## src/rtl/core/sine_cosine_taylor_core_defines.svh

```systemverilog
// Assertion macros used by the core's top-level RTL file.
`ifndef SINE_COSINE_TAYLOR_CORE_DEFINES_SVH
`define SINE_COSINE_TAYLOR_CORE_DEFINES_SVH

// Same-cycle implication, disabled during reset.
`define SCT_ASSERT_NOW(label, clk, rst, ante, cons, msg) \
   label: assert property (@(posedge clk) disable iff (rst) (ante) |-> (cons)) \
      else $error(msg);

// Next-cycle implication, disabled during reset.
`define SCT_ASSERT_NEXT(label, clk, rst, ante, cons, msg) \
   label: assert property (@(posedge clk) disable iff (rst) (ante) |=> (cons)) \
      else $error(msg);

`endif

```

## src/rtl/core/sct_pkg.sv

```systemverilog
package sct_pkg;

   localparam int ANGLE_W   = 32;
   localparam int RED_W     = 31;
   localparam int X2_W      = 34;
   localparam int MAG_W     = 33;
   localparam int F_W       = 33;
   localparam int SUM_W     = 36;
   localparam int RECIP_W   = 30;
   localparam int VALUE_W   = 32;
   localparam int STEP_IDX_W = 4;
   localparam int MAX_STEPS = 16;
   localparam int Q30_SHIFT = 30;

   // pi and 2*pi in Q3.28, widened by one bit for the reduction arithmetic
   localparam logic signed [ANGLE_W:0] PI_Q28     = 33'sd843314857;
   localparam logic signed [ANGLE_W:0] TWO_PI_Q28 = 33'sd1686629713;

   localparam logic signed [SUM_W-1:0]   ONE_SUM   = 36'sd1073741824;
   localparam logic [MAG_W-1:0]          ONE_MAG   = 33'd1073741824;
   localparam logic signed [VALUE_W-1:0] VALUE_MAX = 32'sh4000_0000;
   localparam logic signed [VALUE_W-1:0] VALUE_MIN = 32'shC000_0000;

   typedef enum logic {
      KIND_SINE   = 1'b0,
      KIND_COSINE = 1'b1
   } kind_type;

   typedef struct packed {
      kind_type                  kind;
      logic signed [RED_W-1:0]   angle;
   } sct_red_type;

   typedef struct packed {
      kind_type                  kind;
      logic [X2_W-1:0]           x2;
      logic                      term_neg;
      logic [MAG_W-1:0]          term_mag;
      logic [F_W-1:0]            f;
      logic signed [SUM_W-1:0]   sum;
   } sct_stage_type;

   // round(2^30 / (k*(k+1))), k = 2i for sine; entry 0 unused
   localparam logic [RECIP_W-1:0] RECIP_SIN [0:MAX_STEPS-1] = '{
      30'd0,        30'd178956971, 30'd53687091, 30'd25565282,
      30'd14913081, 30'd9761289,   30'd6882960,  30'd5113056,
      30'd3947580,  30'd3139596,   30'd2556528,  30'd2122019,
      30'd1789570,  30'd1529547,   30'd1322342,  30'd1154561
   };

   // same with k = 2i-1 for cosine
   localparam logic [RECIP_W-1:0] RECIP_COS [0:MAX_STEPS-1] = '{
      30'd0,        30'd536870912, 30'd89478485, 30'd35791394,
      30'd19173961, 30'd11930465,  30'd8134408,  30'd5899680,
      30'd4473924,  30'd3508960,   30'd2825636,  30'd2324117,
      30'd1945184,  30'd1651910,   30'd1420293,  30'd1234186
   };

   function automatic logic [RECIP_W-1:0] sct_recip(kind_type kind,
                                                    logic [STEP_IDX_W-1:0] step);
      return (kind == KIND_COSINE) ? RECIP_COS[step] : RECIP_SIN[step];
   endfunction

   // signed value of a sign-magnitude term
   function automatic logic signed [SUM_W-1:0] sct_term_value(logic neg,
                                                              logic [MAG_W-1:0] mag);
      logic signed [SUM_W-1:0] wide;
      wide = $signed(SUM_W'(mag));
      return neg ? -wide : wide;
   endfunction

endpackage

```

## src/rtl/core/sct_square.sv

```systemverilog
module sct_square (
   input  logic                   clock,
   input  logic                   reset,
   input  logic                   advance,
   input  logic                   prev_valid,
   input  sct_pkg::sct_red_type   prev_data,
   output logic                   stage_valid,
   output sct_pkg::sct_stage_type stage_data
);
   import sct_pkg::*;

   logic                       valid_ff;
   sct_stage_type              data_ff;
   sct_stage_type              data_in;
   logic signed [2*RED_W-1:0]  square;
   logic [2*RED_W-1:0]         square_round;
   logic [RED_W-1:0]           angle_abs;

   // (4a)^2 >> 30 rounded is (a^2 + 2^25) >> 26
   assign square       = prev_data.angle * prev_data.angle;
   assign square_round = $unsigned(square) + (2*RED_W)'(1 << 25);
   assign angle_abs    = prev_data.angle[RED_W-1] ? $unsigned(-prev_data.angle)
                                                  : $unsigned(prev_data.angle);

   always_comb begin
      data_in.kind = prev_data.kind;
      data_in.x2   = square_round[26 +: X2_W];
      if (prev_data.kind == KIND_COSINE) begin
         data_in.term_neg = 1'b0;
         data_in.term_mag = ONE_MAG;
      end else begin
         data_in.term_neg = prev_data.angle[RED_W-1];
         data_in.term_mag = MAG_W'({angle_abs, 2'b00});
      end
      data_in.f   = '0;
      data_in.sum = '0;
   end

   always_ff @(posedge clock) begin
      if (reset) begin
         valid_ff <= 1'b0;
      end else if (advance) begin
         valid_ff <= prev_valid;
      end
   end

   always_ff @(posedge clock) begin
      if (advance && prev_valid) begin
         data_ff <= data_in;
      end
   end

   assign stage_valid = valid_ff;
   assign stage_data  = data_ff;

endmodule

```

## config.mk

```make
export PLATFORM = sky130hd
export DESIGN_NAME = sct_square
export DESIGN_NICKNAME = d
export VERILOG_FILES = /design/src/rtl/core/sine_cosine_taylor_core_defines.svh /design/src/rtl/core/sct_pkg.sv /design/src/rtl/core/sct_square.sv
export SDC_FILE = /design/constraint.sdc
export NUM_CORES = 2
export LEC_CHECK = 0
export BUFFER_PORTS_ARGS = -buffer_cell sky130_fd_sc_hd__buf_4
export CORE_ASPECT_RATIO = 0.7
export CORE_MARGIN = 5
export CORE_UTILIZATION = 41
export CTS_CLUSTER_SIZE = 24
export DETAILED_ROUTE_END_ITERATION = 16
export PLACE_DENSITY = 0.59
export SETUP_SLACK_MARGIN = 0.15
export SLEW_MARGIN = 15
export SYNTH_ARGS = -nofsm -noshare
export SYNTH_HDL_FRONTEND = slang
export SYNTH_SLANG_ARGS = --single-unit
```

## constraint.sdc

```tcl
create_clock -name clock -period 9 [get_ports clock]
set_clock_uncertainty 0.05 [all_clocks]
set_input_delay 0.45 -clock clock [delete_from_list [all_inputs] [get_ports clock]]
set_output_delay 0.45 -clock clock [all_outputs]
set_load 0.05 [all_outputs]
```

### Word-level counts from Yosys, hierarchy flattened

Cells that the tools add are included.

* output and inout bits: 139
* memory bits (read-only): 0
* memories kept: 0
* flip-flop bits (word level): 70
* bits of input ports: 36
* memory bits (writable): 0
* bits in latches: 0

* div/mod/pow operators: 0
* $add $sub $neg: 2
* shift operators: 0
* $lt $le $gt $ge: 0
* muxes and demuxes: 1
* multipliers: 1
* bitwise logic cells: 1
* equal/unequal tests: 0
* reduce and logical (&&, ||, !) cells: 2

Operator list (number)
* $add 60x26->60 const B: 1
* $mul 31x31->60: 1
* $neg 31->31: 1
* $mux 30: 1
* $reduce_or 2->1: 1
* $logic_and 1x1->1: 1
* $not 1->1: 1

### Longest topological paths before layout

* word-level depth: 2
* gate-level depth with buffers: 30
* gate-level depth less buffers: 28

### Least setup slack after synthesis

No wires, ideal clock.

* path kind: input to register
* from: input prev_data[30] in the netlist's numbering
* to: register data_ff, in the netlist stage_data[136], data pin
* slack: 0.445 ns
* library setup time: 0.262 ns
* stages: 27
* data arrival time: 8.243 ns
* cells stage by stage: clkbuf_1 clkbuf_1 clkbuf_1 nand2_1 fa_1 fa_1 fa_1 inv_1 fa_1 inv_1 fa_1 inv_1 fa_1 inv_1 fa_1 fa_1 inv_1 ha_1 a21oi_1 o21ai_0 nand2b_1 o22ai_1 o21ai_1 a311o_1 a2111oi_0 o31ai_1 xnor2_1

RTL lines
* from (decl): line sct_square.sv:6 `input sct_pkg::sct_red_type prev_data,`
* to (signal assigned): line sct_square.sv:49 `data_ff <= data_in;`
* to (decl): line sct_square.sv:13 `sct_stage_type data_ff;`

==> run_results.csv <==
group,metric,value,unit
outcome,outcome,"finished clean",
global_routing,grt_max_degree,69,
hold_path,hold_start,"reset",
logic_synthesis,synth_area,0.0329,mm2
layout,drive_above_1_share,0.0716,
layout,area_growth,7.88,%
layout,final_cell_mix,"inv_1 (1113), fa_1 (925), nand2_1 (301)",
layout,multi_input_area,0.0260,mm2
sta,timing_hold_violations_final,0,
logic_synthesis,synth.largest_area_cell,"fa_1",
worst_setup_path,crit_buf_inv,10,
global_routing,grt-ovfl-total,0,
sta,slew-limit-headroom,0.327,
floorplan,ios,175,
logic_synthesis,yosysUniqueCellTypes,63,
logic_synthesis,synth_ff_type,"edfxtp_1",
worst_setup_path,critical_path.max_fanout,14,
layout,diodes,0,
sta,setup_tns,0,ns
logic_synthesis,synth_top_area_frac,0.562,
worst_setup_path,cp.depth,29,
layout,post-route-cell-area,0.0355,mm2
logic_synthesis,ys_seq_area_frac,0.0617,
worst_setup_path,crit_family,"adder cells",
detailed_routing,firstDrtPassIters,5,
sta,setup_ws,0.426,ns
logic_synthesis,ys_seq_elements,68,
floorplan,start_util,0.411,
worst_setup_path,endpoint_kind,"register",
floorplan,die_h,247,um
placed_design,hpwl,77700,um
placed_design,dpl-instance-area,0.0352,mm2
detailed_routing,remaining_drc_errors,0,
sta,rsz0062_at_grt,"no",
sta,timing.final.crit_share,0.953,
layout,nets,4629,
placed_design,portBuffers,103,
detailed_routing,wl_per_cell,20.3,um
logic_synthesis,syn_inst,3367,
floorplan,core-area,0.0801,mm2
placed_design,post-place-ws,-0.123,ns
sta,fin_crit,8.57,ns
hold_path,hold_class,"in2reg",
global_routing,grt_pass1_wl,144000,um
logic_synthesis,yosys_warnings,0,
worst_setup_path,critPathMaxStageDelay,0.56,ns
logic_synthesis,syn_area_per_cell,9.78,um2
floorplan,rows,87,
logic_synthesis,synthTopCellsByArea,"fa_1 (56%), inv_1 (13%), ha_1 (7.4%), edfxtp_1 (6.1%), nand2_1 (3.4%)",
cts,htreeDepth,3,
sta,finalSetupViolCount,0,
worst_setup_path,cp.required,9.09,ns
sta,slew_violations,0,
detailed_routing,ant_nets,0,
cts,clock_path_buffers,2,
cts,cts_tree,"yes",
cts,cts_sinks,68,
cts,root_buffer,"clkbuf_16",
worst_setup_path,cp_common_cell,"fa_1",
worst_setup_path,worstPathArrival,8.66,ns
global_routing,grt_usage,0.224,
sta,worst_pin_slew,1.01,ns
sta,worst_hold_slack,0.175,ns
cts,clk_pin_slew,0.07,ns
floorplan,die_w,349,um
hold_path,hold_end,"stage_valid",
global_routing,antenna_found_initial,3,
cts,clk-insertion-delay-late,0.38,ns
detailed_routing,wl,92200,um
layout,n_fill_cell,7773,
worst_setup_path,critPathSlowestCell,"fa_1",
worst_setup_path,r2r_slack,8.34,ns
sta,max_freq,0.117,GHz
detailed_routing,drtIter0Drc,1661,
worst_setup_path,cp-start-kind,"input port",
detailed_routing,routed_via_density,4.69,
cts,cts_setup_buffers,0,
layout,final_common_cell,"inv_1",
global_routing,grt_pass1_vias,23500,
worst_setup_path,r2r_start,"stage_valid",
logic_synthesis,async_reset_ff_frac,0,
logic_synthesis,synth-edff-count,67,
floorplan,dieArea,0.0862,mm2
cts,post_cts_resized,0,
detailed_routing,vias,21300,
worst_setup_path,r2r_cells,2,
flow_run,drv_cap,0,
cts,numCtsBuffers,9,
hold_path,hold_depth,2,
placed_design,place_congestion,0.939,
worst_setup_path,path_class,"in2reg",
worst_setup_path,r2r_end,"stage_valid",
cts,postCtsHoldBufs,0,
layout,regArea,0.00203,mm2
-- metal layers --
layer,up-vias,track usage,routed length (um)
met2,903,0.306,36100
li1,9519,-,-
met4,4,0.0356,1390
met1,10800,0.337,43100
met3,69,0.0921,11600
met5,-,0,22
-- logic make-up after synthesis --
logic type / share of synthesized area
adders and majority gates: 0.637
buffers and inverters: 0.158
xor gates and xnor gates: 0.0255
AOI/OAI and AO/OA: 0.0283
other: 0.000114
and+or+nand+nor: 0.0894
DFF: 0.0617
muxes: 0.000949
-- how the worst max path moves through the flow --
stage | startpoint | to | slack (ns)
final | prev_data[4] | stage_data[136] | 0.43
after global routing | prev_data[4] | stage_data[136] | 0.16
after CTS | prev_data[17] | stage_data[136] | 0.23
after detailed placement | prev_data[17] | stage_data[136] | -0.12
after global placement | prev_data[17] | stage_data[136] | -0.04
after floorplan | prev_data[30] | stage_data[136] | 0.45
-- flip-flops by register name, indices dropped and copies added (netlist names) --
name	count
stage_data	67
stage_valid	1
-- cell usage after synthesis, types with 3 or more instances --
cell	n
a211o_1	5
a21o_1	19
a21oi_1	44
a31o_2	4
and2_1	140
and3_1	6
buf_1	5
buf_4	71
clkbuf_1	110
clkinv_1	6
edfxtp_1	67
fa_1	925
ha_1	196
inv_1	1113
nand2_1	301
nand2b_1	10
nand3_1	9
nand4_1	7
nor2_1	105
nor2b_1	24
nor3_1	4
nor4_1	3
o21a_1	7
o21ai_0	23
o221ai_1	3
o31ai_1	9
o41ai_1	3
or2_2	3
or3_1	4
or3_4	3
or4_1	4
xnor2_1	64
xor2_1	32
-- final cells by class --
type                       count  area share
clock buffer                   9     0.00634
timing repair buffer         212      0.0466
sequential                    68      0.0572
multi-input combinational   2060       0.732
clock inverter                 7     0.00204
inverter                    1121       0.118
tap                         1068      0.0376
-- per-stage QoR --
stage	util	instances
global route	0.444	4545
CTS	0.443	4545
global placement	0.439	4529
finish	0.444	4545
detailed placement	0.439	4529
floorplan	-	3437
Power is left out: the tool's default activity adds up to more than one toggle a clock period on the data nets, which glitch-free logic cannot reach.
