**config.mk**
```make
export PLATFORM = sky130hd
export DESIGN_NAME = sct_reduce
export DESIGN_NICKNAME = d
export VERILOG_FILES = /design/src/rtl/core/sine_cosine_taylor_core_defines.svh /design/src/rtl/core/sct_pkg.sv /design/src/rtl/core/sct_reduce.sv
export SDC_FILE = /design/constraint.sdc
export NUM_CORES = 1
export LEC_CHECK = 0
export BUFFER_PORTS_ARGS = -buffer_cell sky130_fd_sc_hd__buf_2
export CORE_MARGIN = 5
export CORE_UTILIZATION = 48
export DETAILED_ROUTE_END_ITERATION = 12
export GPL_TIMING_DRIVEN = 1
export PLACE_DENSITY_LB_ADDON = 0.2
export SYNTH_ARGS = -nofsm -noshare
export SYNTH_HDL_FRONTEND = slang
export SYNTH_SLANG_ARGS = --single-unit
```
**constraint.sdc**
```tcl
create_clock -name clock -period 4.6 [get_ports clock]
set_input_delay 0.69 -clock clock [delete_from_list [all_inputs] [get_ports clock]]
set_output_delay 0.69 -clock clock [all_outputs]
set_load 0.02 [all_outputs]
```
**src/rtl/core/sine_cosine_taylor_core_defines.svh**
```systemverilog
// Assertion macros used by the core's top-level RTL file.
`ifndef SINE_COSINE_TAYLOR_CORE_DEFINES_SVH
`define SINE_COSINE_TAYLOR_CORE_DEFINES_SVH

// Same-cycle implication, disabled during reset.
`define SCT_ASSERT_NOW(label, clk, rst, ante, cons, msg) \
   label: assert property (@(posedge clk) disable iff (rst) (ante) |-> (cons)) \
      else $error(msg);

// Next-cycle implication, disabled during reset.
`define SCT_ASSERT_NEXT(label, clk, rst, ante, cons, msg) \
   label: assert property (@(posedge clk) disable iff (rst) (ante) |=> (cons)) \
      else $error(msg);

`endif

```
**src/rtl/core/sct_pkg.sv**
```systemverilog
package sct_pkg;

   localparam int ANGLE_W   = 32;
   localparam int RED_W     = 31;
   localparam int X2_W      = 34;
   localparam int MAG_W     = 33;
   localparam int F_W       = 33;
   localparam int SUM_W     = 36;
   localparam int RECIP_W   = 30;
   localparam int VALUE_W   = 32;
   localparam int STEP_IDX_W = 4;
   localparam int MAX_STEPS = 16;
   localparam int Q30_SHIFT = 30;

   // pi and 2*pi in Q3.28, widened by one bit for the reduction arithmetic
   localparam logic signed [ANGLE_W:0] PI_Q28     = 33'sd843314857;
   localparam logic signed [ANGLE_W:0] TWO_PI_Q28 = 33'sd1686629713;

   localparam logic signed [SUM_W-1:0]   ONE_SUM   = 36'sd1073741824;
   localparam logic [MAG_W-1:0]          ONE_MAG   = 33'd1073741824;
   localparam logic signed [VALUE_W-1:0] VALUE_MAX = 32'sh4000_0000;
   localparam logic signed [VALUE_W-1:0] VALUE_MIN = 32'shC000_0000;

   typedef enum logic {
      KIND_SINE   = 1'b0,
      KIND_COSINE = 1'b1
   } kind_type;

   typedef struct packed {
      kind_type                  kind;
      logic signed [RED_W-1:0]   angle;
   } sct_red_type;

   typedef struct packed {
      kind_type                  kind;
      logic [X2_W-1:0]           x2;
      logic                      term_neg;
      logic [MAG_W-1:0]          term_mag;
      logic [F_W-1:0]            f;
      logic signed [SUM_W-1:0]   sum;
   } sct_stage_type;

   // round(2^30 / (k*(k+1))), k = 2i for sine; entry 0 unused
   localparam logic [RECIP_W-1:0] RECIP_SIN [0:MAX_STEPS-1] = '{
      30'd0,        30'd178956971, 30'd53687091, 30'd25565282,
      30'd14913081, 30'd9761289,   30'd6882960,  30'd5113056,
      30'd3947580,  30'd3139596,   30'd2556528,  30'd2122019,
      30'd1789570,  30'd1529547,   30'd1322342,  30'd1154561
   };

   // same with k = 2i-1 for cosine
   localparam logic [RECIP_W-1:0] RECIP_COS [0:MAX_STEPS-1] = '{
      30'd0,        30'd536870912, 30'd89478485, 30'd35791394,
      30'd19173961, 30'd11930465,  30'd8134408,  30'd5899680,
      30'd4473924,  30'd3508960,   30'd2825636,  30'd2324117,
      30'd1945184,  30'd1651910,   30'd1420293,  30'd1234186
   };

   function automatic logic [RECIP_W-1:0] sct_recip(kind_type kind,
                                                    logic [STEP_IDX_W-1:0] step);
      return (kind == KIND_COSINE) ? RECIP_COS[step] : RECIP_SIN[step];
   endfunction

   // signed value of a sign-magnitude term
   function automatic logic signed [SUM_W-1:0] sct_term_value(logic neg,
                                                              logic [MAG_W-1:0] mag);
      logic signed [SUM_W-1:0] wide;
      wide = $signed(SUM_W'(mag));
      return neg ? -wide : wide;
   endfunction

endpackage

```
**src/rtl/core/sct_reduce.sv**
```systemverilog
module sct_reduce (
   input  logic                clock,
   input  logic                reset,
   input  logic                advance,
   input  logic                prev_valid,
   input  sct_pkg::kind_type   prev_kind,
   input  logic [31:0]         prev_angle,
   output logic                stage_valid,
   output sct_pkg::sct_red_type stage_data
);
   import sct_pkg::*;

   logic                    valid_ff;
   sct_red_type             data_ff;
   sct_red_type             data_in;
   logic signed [ANGLE_W:0] wide;
   logic signed [ANGLE_W:0] reduced;

   // fold once into [-pi, pi]; exactly +/-pi stays put
   always_comb begin
      wide = $signed({prev_angle[ANGLE_W-1], prev_angle});
      if (wide > PI_Q28) begin
         reduced = wide - TWO_PI_Q28;
      end else if (wide < -PI_Q28) begin
         reduced = wide + TWO_PI_Q28;
      end else begin
         reduced = wide;
      end
      data_in.kind  = prev_kind;
      data_in.angle = reduced[RED_W-1:0];
   end

   always_ff @(posedge clock) begin
      if (reset) begin
         valid_ff <= 1'b0;
      end else if (advance) begin
         valid_ff <= prev_valid;
      end
   end

   always_ff @(posedge clock) begin
      if (advance && prev_valid) begin
         data_ff <= data_in;
      end
   end

   assign stage_valid = valid_ff;
   assign stage_data  = data_ff;

endmodule

```
Word-level counts from Yosys, hierarchy flattened

Cells that the tools add are included.

Logic and storage cells: 10
Register bits after elaboration: 33

Mux-type cells: 2
Order comparisons: 2
Reductions and logical operators: 1
Add/sub/neg operators: 2

Operators by type and width:

| cell                                                             | number |
|---|---|
| two-way mux 31 bit                                               | 2 |
| greater-than comparator 32 x 31 -> 1 bit (second input constant) | 1 |
| < comparator 32 x 31 -> 1 bit (second input constant)            | 1 |
| adder 31 x 30 -> 31 bit (second input constant)                  | 1 |
| subtractor 31 x 30 -> 31 bit (second input constant)             | 1 |
| logical AND 1 bit                                                | 1 |

Longest topological paths before layout

Depth after elaboration: 3
Depth in mapped cells: 11
Mapped depth without buffers: 9

Least setup slack after synthesis

Ideal clock, no wire load.

Path type: input-to-reg
Start point: in prev_angle[24]
End point: reg data_ff (netlist bit stage_data[26]), data pin
Data arrival time: 2.884 ns
Cell stages on the path: 10
Path slack: 1.450 ns
Path through: buf_6 or4_1 or3_1 or4_1 o311a_2 and2_4 buf_6 buf_6 a32oi_2 xnor2_1

Cells in the longest elaborated chain, start to end: 3
Elaborated cells on any way between the ends: 6
Those cells by class: 2 x add/sub; 2 x order compare; 2 x mux

Ends and longest elaborated chain:

| item                                                                            | line                               | text |
|---|---|---|
| start, declared                                                                 | sct_reduce.sv:7                    | `input logic [31:0] prev_angle,` |
| adder 31 x 30 -> 31 bit / < comparator 32 x 31 -> 1 bit (equally long branches) | sct_reduce.sv:25, sct_reduce.sv:24 |  |
| two-way mux 31 bit                                                              | sct_reduce.sv:24                   | `end else if (wide < -PI_Q28) begin` |
| two-way mux 31 bit *                                                            | sct_reduce.sv:22                   | `if (wide > PI_Q28) begin` |
| via reduced[26]                                                                 | sct_reduce.sv:17                   | `logic signed [ANGLE_W:0] reduced;` |
| end signal, assigned                                                            | sct_reduce.sv:43                   | `data_ff <= data_in;` |
| end, declared                                                                   | sct_reduce.sv:14                   | `sct_red_type data_ff;` |

The timed path passes the listed nets; every way through them passes the cells marked *.
A chain may end at the register's enable or synchronous reset.

Worst setup path in the final report

Start point: in prev_angle[12]
End point: reg data_ff (netlist bit stage_data[9]), data pin

Cells in the longest elaborated chain, start to end: 3
Elaborated cells on any way between the ends: 4
Those cells by class: 2 x order compare; 2 x mux

Ends and longest elaborated chain:

| item                          | line |
|---|---|
| < comparator 32 x 31 -> 1 bit | sct_reduce.sv:24 |
| two-way mux 31 bit            | sct_reduce.sv:24 |
| two-way mux 31 bit *          | sct_reduce.sv:22 |
| via reduced[9]                | sct_reduce.sv:17 |

Marked as above.

==> results.toml <==
[outcome]
run_status = "complete, no violations"

[routing]
drt_first_pass_iters = 5
antenna_left = 0
postRouteWirelength_um = 7300
post_drt_wl_per_cell_um = 16.9
drtIter0Drc = 199
route.detailed.vias_per_inst = 6.07
number_of_drc_violations_after_detailed_routing = 0
vias = 2617

[critical_path]
worst_ep_required_time_ps = 4620
setup.worst_path.end_class = "flop"
worst_path_most_repeated_cell = "or4_1"
startpoint_type = "input pin"
cpMaxStageDelayCell = "or4_1"
critical_path.cell_chain = "buf_2 -> or3b_1 -> or4_1 -> or4_1 -> o311a_2 -> nand2_1 -> o21ai_0 -> xor2_1"
worstPathMaxFanout = 15
critPathArrivalTime_ps = 3330
critical_path.max_stage_delay_ps = 490
cp_num_buf_inv = 1
path_class = "input pin to flop"
timing.critical_path.max_delay_family = "simple AND/OR/NAND/NOR gates"

[die]
chipWidth_um = 84.6
floorplan.core_area_um2 = 5470
start_util_pct = 48.8
fp.dieArea_um2 = 7160
num_rows = 27
floorplan.die.height_um = 84.6
boundaryPins = 70

[synthesis]
synth_top_area_share_pct = 36.0
number_of_flops_mapped_to_enable_cells_by_yosys = 32
ys_async_sr_fraction_pct = 0
synthesis.area_um2 = 2670
synthCells = 305
cell_types_occupying_the_most_area_after_synthesis = "edfxtp_1 (36%), xnor2_1 (5.6%), nand2_1 (4.4%), a21oi_1 (4.3%), xor2_1 (4.3%)"
yosys_register_bits = 33
synthesis.area_per_instance_um2 = 8.76
synth.lib_cells_used.distinct = 60
yosysTopAreaCell = "edfxtp_1"
synthFlopType = "edfxtp_1"
synth.yosys.warnings = 0
yosysSeqAreaShare_pct = 36.7
syn-num-nets = 345

[layout]
layout_common_cells = "buf_2 (69), edfxtp_1 (32), nand2_1 (31)"
layout-area-overhead-vs-synth_pct = 15.6
fin_util_pct = 56.4
layout.nets = 398
layout_commonest_cell = "buf_2"
antenna-diode-count = 0
post_route_cells_drive_above_1_share_pct = 25.3

[power]
power.share.clock_pct = 25.9
seq_power_share_pct = 45.3
p_sw_uw = 265
power.share.switching_pct = 32.3
p_leak_nw = 1.17
internal_power_uw = 553
pwr_density_cell_nw_per_um2 = 265
irDropWorstVdd_v = 0.000111
power_frac_comb_pct = 28.8

[placed_design]
hpwlAfterDp_um = 5290
routabilityCongestion = 0.898
port_buffers = 69

[clock_tree]
cts_tree = "yes"
post_cts_hold_buffer_count = 0
post_cts_resized = 0
clock_tree.htree_level_count = 2
tritoncts.num_buffers = 5
cts.sinks = 33
clockRootBuffer = "clkbuf_8"
max-clock-path-buffers = 2
worstSkewPairLatency_ps = 280
cts.reportedPaths.clkPinSlew_ps = 60
cts_setup_buffers = 0

[sta]
report.final.setup_viol = 0
setup_tns_ps = 0
period_needed_ps = 3310
tightest_slew_ps = 689
hold_viol = 0
rsz_0062_raised_after_global_routing = "no"
fmax_ghz = 0.302
min_period_over_period_pct = 72.0
max_slew_margin_pct = 53.5
final-max-slew-violation-count = 0
worst_setup_skew_after_layout_ps = 0

[grt]
grt_first_pass_wirelength_um = 11800
overflow = 0
grt_use_total_pct = 20.3
grt_pass1_vias = 2469
antenna_found_initial = 0
grt_max_degree = 34

[min_path]
holdCritPathClass = "flop to flop"

[run]
max-cap-violations = 0
final cells by class:
cell class	count	area, µm²
Fill cell	553	2380
Multi-Input combinational cell	236	1530
Sequential cell	33	981
Timing Repair Buffer	72	368
Tap cell	72	90.1
Clock buffer	6	72.6
Inverter	10	37.5
Clock inverter	2	10.0
metrics by stage:
stage / hold slack, ps / setup slack [ps] / total power, mW / std cells / instance area, µm²
3_5_place_dp: 497 / 1020 / 0.610 / 423 / 3010
3_3_place_gp: 465 / 1080 / 0.608 / 423 / 3010
2_1_floorplan: 577 / 1450 / 0.542 / 305 / 2670
5_1_grt: 549 / 1190 / 0.863 / 431 / 3090
4_1_cts: 513 / 1320 / 0.821 / 431 / 3090
6_report: 512 / 1290 / 0.818 / 431 / 3090
tightest hold or removal path: stages (launching register included):
cell	delay, ps
dfxtp_1	330
a21oi_1	60
nor2_1	80
flip-flops by register name, indices dropped and copies added, names as in the netlist:
name         count
stage_data      32
stage_valid      1
cells in the mapped netlist (4+ instances only):
master,instances
inv_1,10
nand4_1,4
clkbuf_1,18
a21oi_1,23
edfxtp_1,32
a21boi_0,4
nor3_1,5
or3_1,5
a31oi_1,10
nand2_1,31
nand3_1,11
nand2b_1,4
or4_1,7
o211ai_1,7
nor2_1,21
o21ai_0,12
xnor2_1,17
xor2_1,13
worst paths after layout:
check	depth (start not counted)	startpoint	slack (ps)	end
min	2	stage_valid	510	stage_valid
min reg2reg	2	stage_valid	510	stage_valid
max	8	prev_angle[12]	1290	stage_data[9]
max reg2reg	2	stage_valid	4010	stage_valid
per-layer routing:
layer  up-vias  GRT usage, %  routed length (µm)
met5         -             0                   0
met4         0          7.48                  92
met3         9          5.00                 746
met2       149          30.8                3240
met1      1203          28.0                3220
li1       1256             -                   -
power groups by stage:
stage	combinational [mW]	clock (mW)	sequential, mW
6_report	0.236	0.212	0.370
5_1_grt	0.257	0.234	0.372
4_1_cts	0.234	0.216	0.370
3_5_place_dp	0.234	0	0.377
3_3_place_gp	0.232	0	0.376
2_1_floorplan	0.130	0	0.412
kinds of logic after synthesis:
group | share of synthesized area, %
AO/OA/AOI/OAI | 25.2
XOR/XNOR | 9.84
adder cells (fa/ha/maj) | 1.41
buffers and inverters | 6.04
flip-flops | 36.7
AND/OR/NAND/NOR | 20.8
No activity file was read; power rests on OpenSTA's default activity.
