<file path="config.mk">
export PLATFORM = sky130hd
export DESIGN_NAME = sct_term
export DESIGN_NICKNAME = d
export VERILOG_FILES = /design/src/rtl/core/sine_cosine_taylor_core_defines.svh /design/src/rtl/core/sct_pkg.sv /design/src/rtl/core/sct_term.sv
export SDC_FILE = /design/constraint.sdc
export NUM_CORES = 1
export LEC_CHECK = 0
export BUFFER_PORTS_ARGS = -buffer_cell sky130_fd_sc_hd__buf_2
export CAP_MARGIN = 30
export CELL_PAD_IN_SITES_DETAIL_PLACEMENT = 1
export CELL_PAD_IN_SITES_GLOBAL_PLACEMENT = 2
export CORE_AREA = 4 4 273 248
export DETAILED_ROUTE_END_ITERATION = 10
export DIE_AREA = 0 0 277 252
export GPL_ROUTABILITY_DRIVEN = 0
export PLACE_DENSITY_LB_ADDON = 0.1
export RECOVER_POWER = 100
export SETUP_SLACK_MARGIN = 0.3
export SYNTH_ARGS = -nofsm -noshare
export SYNTH_HDL_FRONTEND = slang
export SYNTH_SLANG_ARGS = --single-unit
</file>
<file path="constraint.sdc">
create_clock -name clock -period 7.7 [get_ports clock]
set_clock_uncertainty 0.05 [all_clocks]
set_input_delay 0.385 -clock clock [delete_from_list [all_inputs] [get_ports clock]]
set_output_delay 0.385 -clock clock [all_outputs]
set_load 0.02 [all_outputs]
</file>
<file path="src/rtl/core/sine_cosine_taylor_core_defines.svh">
// Assertion macros used by the core's top-level RTL file.
`ifndef SINE_COSINE_TAYLOR_CORE_DEFINES_SVH
`define SINE_COSINE_TAYLOR_CORE_DEFINES_SVH

// Same-cycle implication, disabled during reset.
`define SCT_ASSERT_NOW(label, clk, rst, ante, cons, msg) \
   label: assert property (@(posedge clk) disable iff (rst) (ante) |-> (cons)) \
      else $error(msg);

// Next-cycle implication, disabled during reset.
`define SCT_ASSERT_NEXT(label, clk, rst, ante, cons, msg) \
   label: assert property (@(posedge clk) disable iff (rst) (ante) |=> (cons)) \
      else $error(msg);

`endif

</file>
<file path="src/rtl/core/sct_pkg.sv">
package sct_pkg;

   localparam int ANGLE_W   = 32;
   localparam int RED_W     = 31;
   localparam int X2_W      = 34;
   localparam int MAG_W     = 33;
   localparam int F_W       = 33;
   localparam int SUM_W     = 36;
   localparam int RECIP_W   = 30;
   localparam int VALUE_W   = 32;
   localparam int STEP_IDX_W = 4;
   localparam int MAX_STEPS = 16;
   localparam int Q30_SHIFT = 30;

   // pi and 2*pi in Q3.28, widened by one bit for the reduction arithmetic
   localparam logic signed [ANGLE_W:0] PI_Q28     = 33'sd843314857;
   localparam logic signed [ANGLE_W:0] TWO_PI_Q28 = 33'sd1686629713;

   localparam logic signed [SUM_W-1:0]   ONE_SUM   = 36'sd1073741824;
   localparam logic [MAG_W-1:0]          ONE_MAG   = 33'd1073741824;
   localparam logic signed [VALUE_W-1:0] VALUE_MAX = 32'sh4000_0000;
   localparam logic signed [VALUE_W-1:0] VALUE_MIN = 32'shC000_0000;

   typedef enum logic {
      KIND_SINE   = 1'b0,
      KIND_COSINE = 1'b1
   } kind_type;

   typedef struct packed {
      kind_type                  kind;
      logic signed [RED_W-1:0]   angle;
   } sct_red_type;

   typedef struct packed {
      kind_type                  kind;
      logic [X2_W-1:0]           x2;
      logic                      term_neg;
      logic [MAG_W-1:0]          term_mag;
      logic [F_W-1:0]            f;
      logic signed [SUM_W-1:0]   sum;
   } sct_stage_type;

   // round(2^30 / (k*(k+1))), k = 2i for sine; entry 0 unused
   localparam logic [RECIP_W-1:0] RECIP_SIN [0:MAX_STEPS-1] = '{
      30'd0,        30'd178956971, 30'd53687091, 30'd25565282,
      30'd14913081, 30'd9761289,   30'd6882960,  30'd5113056,
      30'd3947580,  30'd3139596,   30'd2556528,  30'd2122019,
      30'd1789570,  30'd1529547,   30'd1322342,  30'd1154561
   };

   // same with k = 2i-1 for cosine
   localparam logic [RECIP_W-1:0] RECIP_COS [0:MAX_STEPS-1] = '{
      30'd0,        30'd536870912, 30'd89478485, 30'd35791394,
      30'd19173961, 30'd11930465,  30'd8134408,  30'd5899680,
      30'd4473924,  30'd3508960,   30'd2825636,  30'd2324117,
      30'd1945184,  30'd1651910,   30'd1420293,  30'd1234186
   };

   function automatic logic [RECIP_W-1:0] sct_recip(kind_type kind,
                                                    logic [STEP_IDX_W-1:0] step);
      return (kind == KIND_COSINE) ? RECIP_COS[step] : RECIP_SIN[step];
   endfunction

   // signed value of a sign-magnitude term
   function automatic logic signed [SUM_W-1:0] sct_term_value(logic neg,
                                                              logic [MAG_W-1:0] mag);
      logic signed [SUM_W-1:0] wide;
      wide = $signed(SUM_W'(mag));
      return neg ? -wide : wide;
   endfunction

endpackage

</file>
<file path="src/rtl/core/sct_term.sv">
module sct_term #(
   parameter int STEP  = 0,
   parameter int TERMS = 10
) (
   input  logic                   clock,
   input  logic                   reset,
   input  logic                   advance,
   input  logic                   prev_valid,
   input  sct_pkg::sct_stage_type prev_data,
   output logic                   stage_valid,
   output sct_pkg::sct_stage_type stage_data
);
   import sct_pkg::*;

   logic          valid_ff;
   sct_stage_type data_ff;
   sct_stage_type data_in;
   logic [F_W-1:0]   f_next;
   logic             term_neg_next;
   logic [MAG_W-1:0] term_mag_next;
   logic signed [SUM_W-1:0] sum_next;

   // factor for the following step: round(x2 * recip >> 30)
   generate
      if (STEP + 1 < TERMS) begin : g_factor
         localparam logic [STEP_IDX_W-1:0] NEXT_STEP = STEP_IDX_W'(STEP + 1);
         logic [RECIP_W-1:0]        recip;
         logic [X2_W+RECIP_W-1:0]   f_prod;
         logic [X2_W+RECIP_W-1:0]   f_round;
         assign recip   = sct_recip(prev_data.kind, NEXT_STEP);
         assign f_prod  = (X2_W+RECIP_W)'(prev_data.x2) * (X2_W+RECIP_W)'(recip);
         assign f_round = f_prod + (X2_W+RECIP_W)'(1 << (Q30_SHIFT - 1));
         assign f_next  = f_round[Q30_SHIFT +: F_W];
      end else begin : g_no_factor
         assign f_next = '0;
      end
   endgenerate

   // term = -(term * f); accumulate the term it replaces
   generate
      if (STEP > 0) begin : g_term
         logic [MAG_W+F_W-1:0] t_prod;
         logic [MAG_W+F_W-1:0] t_round;
         assign t_prod        = (MAG_W+F_W)'(prev_data.term_mag) * (MAG_W+F_W)'(prev_data.f);
         assign t_round       = t_prod + (MAG_W+F_W)'(1 << (Q30_SHIFT - 1));
         assign term_mag_next = t_round[Q30_SHIFT +: MAG_W];
         assign term_neg_next = ~prev_data.term_neg;
         assign sum_next      = prev_data.sum
                                + sct_term_value(prev_data.term_neg, prev_data.term_mag);
      end else begin : g_first
         assign term_mag_next = prev_data.term_mag;
         assign term_neg_next = prev_data.term_neg;
         assign sum_next      = prev_data.sum;
      end
   endgenerate

   always_comb begin
      data_in          = prev_data;
      data_in.f        = f_next;
      data_in.term_neg = term_neg_next;
      data_in.term_mag = term_mag_next;
      data_in.sum      = sum_next;
   end

   always_ff @(posedge clock) begin
      if (reset) begin
         valid_ff <= 1'b0;
      end else if (advance) begin
         valid_ff <= prev_valid;
      end
   end

   always_ff @(posedge clock) begin
      if (advance && prev_valid) begin
         data_ff <= data_in;
      end
   end

   assign stage_valid = valid_ff;
   assign stage_data  = data_ff;

endmodule

</file>
== Word level (Yosys, flattened, before mapping) ==
Index checks and enable logic that the tools add are counted.

* Flip-flop bits (word level): 139
* Bits of input ports: 142
* Output and inout bits: 139
* Word-level logic and storage cells: 11

* Add/sub/neg operators: 1
* Multipliers: 1
* Muxes and demuxes: 1
* Reductions and logical operators: 1

{| class="wikitable"
|+ Operators with widths
! cell !! number
|-
| 63-bit by 30-bit adder with 63-bit output, second input constant || 1
|-
| 34-bit by 30-bit multiplier with 63-bit output || 1
|-
| 30-bit 2-to-1 mux || 1
|-
| 1-bit logical AND || 1
|}

== Depth between registers and ports, before layout ==
* Word-level depth: 3
* Mapped depth: 30
* Gate-level depth less buffers: 27

== Worst setup path after synthesis ==
OpenSTA, ideal clock, no wires.

* Path kind: input-to-reg
* From: in prev_data[137] (netlist bit)
* To: reg data_ff (netlist bit stage_data[64]), data pin
* Setup time: 258 ps
* Arrival time: 7,426 ps
* Required time: 7,392 ps
* Path slack: -34 ps
* Stages on the path: 28
* Path buffers: 4
* Path through: clkbuf_1 -> clkbuf_1 -> clkbuf_1 -> nand2b_1 -> inv_1 -> ha_1 -> inv_1 -> fa_1 -> fa_1 -> fa_1 -> inv_1 -> fa_1 -> fa_1 -> fa_1 -> inv_1 -> fa_1 -> inv_1 -> ha_1 -> buf_6 -> and4_1 -> nand4_2 -> nor2_2 -> a2111o_1 -> a31oi_2 -> o21ai_2 -> a211o_2 -> a21oi_2 -> xnor2_1

* Word-level cells in the longest chain between the ends: 3

{| class="wikitable"
|+ Ends and longest elaborated chain
! what !! RTL line !! RTL
|-
| start, declared || sct_term.sv:9 || <nowiki>input sct_pkg::sct_stage_type prev_data,</nowiki>
|-
| 30-bit 2-to-1 mux || sct_pkg.sv:61 || <nowiki>return (kind == KIND_COSINE) ? RECIP_COS[step] : RECIP_SIN[step];</nowiki>
|-
| 34-bit by 30-bit multiplier with 63-bit output || sct_term.sv:31 || <nowiki>assign f_prod = (X2_W+RECIP_W)'(prev_data.x2) * (X2_W+RECIP_W)'(recip);</nowiki>
|-
| 63-bit by 30-bit adder with 63-bit output || sct_term.sv:32 || <nowiki>assign f_round = f_prod + (X2_W+RECIP_W)'(1 << (Q30_SHIFT - 1));</nowiki>
|-
| named net g_factor.f_round[58] || sct_term.sv:29 || <nowiki>logic [X2_W+RECIP_W-1:0] f_round;</nowiki>
|-
| end signal, assigned || sct_term.sv:75 || <nowiki>data_ff <= data_in;</nowiki>
|-
| end, declared || sct_term.sv:16 || <nowiki>sct_stage_type data_ff;</nowiki>
|}

The timed path passes the listed nets, and every way through them passes these cells.
A chain may end at the register's enable or synchronous reset.

== Final worst setup path ==
Ends and elaborated chain as after synthesis.

==> flow_metrics.env <==
export IMPL_status="complete, but fails checks"
export IMPL_violations="capacitance limit, slew limit"
export IMPL_portBuffers=247
export IMPL_grt_first_pass_wirelength_um=116300
export IMPL_num_nets_final=3591
export IMPL_clockBufferDepth=2
export IMPL_syn_avg_cell_area_sq_um=10.54
export IMPL_synth_top_area_share=0.3312
export IMPL_seqCellArea_sq_um=4164
export IMPL_crit_top_cell="fa_1"
export IMPL_clockRootBuffer="clkbuf_16"
export IMPL_worstSkewPairLatency_ps=470
export IMPL_routedWlPerCell_um=21.92
export IMPL_hold_end="stage_data[28]"
export IMPL_overflow=0
export IMPL_top_layer_used="met4"
export IMPL_met2WireLength_um=35390
export IMPL_r2r_cells=2
export IMPL_tightestPinTransition_ps=3419
export IMPL_crit_type="in -> reg"
export IMPL_final_core_util=0.4271
export IMPL_coreArea_sq_um=65030
export IMPL_cp_start_kind="input port"
export IMPL_via_count=16750
export IMPL_worstHoldStart="prev_data[28]"
export IMPL_met1_length_um=38010
export IMPL_hold_depth=1
export IMPL_path_depth=27
export IMPL_wl_um=77920
export IMPL_path_clk_slew_ps=80
export IMPL_setup_slack_ps=509.4
export IMPL_maxCapViolations=3
export IMPL_synthArstFlopShare=0
export IMPL_hp_class="in -> reg"
export IMPL_path_delay_family="adder cells"
export IMPL_drive_above_1_share=0.1468
export IMPL_cpPeakStageDelay_ps=600
export IMPL_grt_max_degree=58
export IMPL_die_w_um=277
export IMPL_dpl_worst_slack_ps=-168.6
export IMPL_syn_to_final_growth_pct=20.00
export IMPL_max_slew_margin=-1.279
export IMPL_rsz0062_at_grt="no"
export IMPL_detail_route_antenna_nets=0
export IMPL_row_count=89
export IMPL_r2r_slack_ps=6970
export IMPL_cts_buffers=17
export IMPL_whs_ps=31.38
export IMPL_drt_pass1_iter_count=5
export IMPL_r2r_start="stage_valid"
export IMPL_synth_area_leader_cell="fa_1"
export IMPL_synth_edf_count=138
export IMPL_multiInputGateArea_sq_um=16620
export IMPL_place_area_sq_um=27150
export IMPL_drc=0
export IMPL_fill_cells=7408
export IMPL_die_h_um=252
export IMPL_htreeDepth=4
export IMPL_dp_hpwl_um=70060
export IMPL_drtIter0Drc=795
export IMPL_finalCritPeriodShare=0.9339
export IMPL_met3_length_um=3638
export IMPL_viasPerCell=4.712
export IMPL_hold_violations=0
export IMPL_yosysMostFrequentCell="inv_1"
export IMPL_crit_arrival_ps=7350
export IMPL_cts_tree="built"
export IMPL_maxSlewViolCount=144
export IMPL_slowest_stage="fa_1"
export IMPL_netlist_cell_type_count=58
export IMPL_antenna_found_initial=3
export IMPL_max_freq_ghz=0.1391
export IMPL_initial_core_util=0.3560
export IMPL_worst_r2r_endpoint="stage_valid"
export IMPL_grt_util_all_layers=0.2247
export IMPL_yosys_top_cells_count="595 x inv_1, 389 x ha_1, 383 x fa_1"
export IMPL_synth_area_leaders="fa_1 33%, ha_1 21%, edfxtp_1 18%"
export IMPL_seq_area_frac_synth=0.1799
export IMPL_die_area_sq_um=69800
export IMPL_io_pins=281
export IMPL_setup_viol=0
export IMPL_ys_warnings_count=0
export IMPL_crit_fanout=13
export IMPL_end_kind="flip-flop"
export IMPL_grt_pass1_vias=18560
export IMPL_ys_seq_elements=139
export IMPL_cts_sinks=139
export IMPL_fin_crit_ps=7191
export IMPL_critPathRequiredTime_ps=7860
export IMPL_cp_num_buf_inv=8
export IMPL_syn_area_sq_um=23150
export IMPL_synth_flop_cell="edfxtp_1"
export IMPL_postSynthCellCount=2196
export IMPL_finalInstanceArea_sq_um=27780
==> cell families after synthesis <==
family | after synthesis | share of synthesized area
flip-flops | 139 | 0.1799
buffers and inverters | 649 | 0.1060
AND/OR/NAND/NOR | 309 | 0.06897
AO/OA/AOI/OAI | 198 | 0.05524
XOR/XNOR | 127 | 0.04805
other | 2 | 0.0003244
adder cells (fa/ha/maj) | 772 | 0.5415
==> layer usage <==
metal | GRT usage | up-vias
met2 | 0.3561 | 326
li1 | - | 7800
met4 | 0.03697 | 0
met1 | 0.3302 | 8582
met5 | 0 | -
met3 | 0.03868 | 42
==> worst max path at each step <==
stage	to	from	slack [ps]
6_report	stage_data[64]	prev_data[137]	510
5_1_grt	stage_data[64]	prev_data[113]	140
4_1_cts	stage_data[58]	prev_data[137]	310
3_5_place_dp	stage_data[58]	prev_data[137]	-170
3_3_place_gp	stage_data[65]	prev_data[137]	-170
2_1_floorplan	stage_data[64]	prev_data[137]	310
==> per-stage QoR <==
step | instances | TNS [ps]
finish | 3555 | 0
global route | 3555 | 0
CTS | 3553 | 0
detailed placement | 3504 | -1048
global placement | 3504 | -707.3
floorplan | 2200 | 0
==> layout make-up <==
class                   instances  area share
repair buffers                512      0.1100
clock inverters                15    0.006892
diodes                          1  0.00009009
clock buffers                  17     0.01531
well taps                     864     0.03892
flip-flops and latches        139      0.1499
multi-input cells            1412      0.5983
inverters                     595     0.08054
==> sequential cells by signal (all words and copies together), names as in the netlist <==
signal	count
stage_data	138
stage_valid	1
==> repair_timing <==
action	in CTS	in global routing
endpoints found under the setup margin	0	20
buffers inserted	0	1
hold endpoints to repair	17	0
gates resized for setup	0	16
hold buffers	17	0
==> placed cells by master (no fill, tap or decap), types with 25 or more instances in the layout <==
cell,Yosys,layout
a21o_1,39,39
a21oi_1,78,76
and2_1,56,55
buf_2,3,85
buf_4,0,238
clkbuf_1,44,170
edfxtp_1,138,138
fa_1,383,383
ha_1,389,387
inv_1,595,594
nand2_1,70,70
nor2_1,59,59
nor2b_1,30,25
o21ai_0,32,30
xnor2_1,93,93
xor2_1,34,33
Power is left out: the tool's default activity adds up to more than one toggle a clock period on the data nets, which glitch-free logic cannot reach.
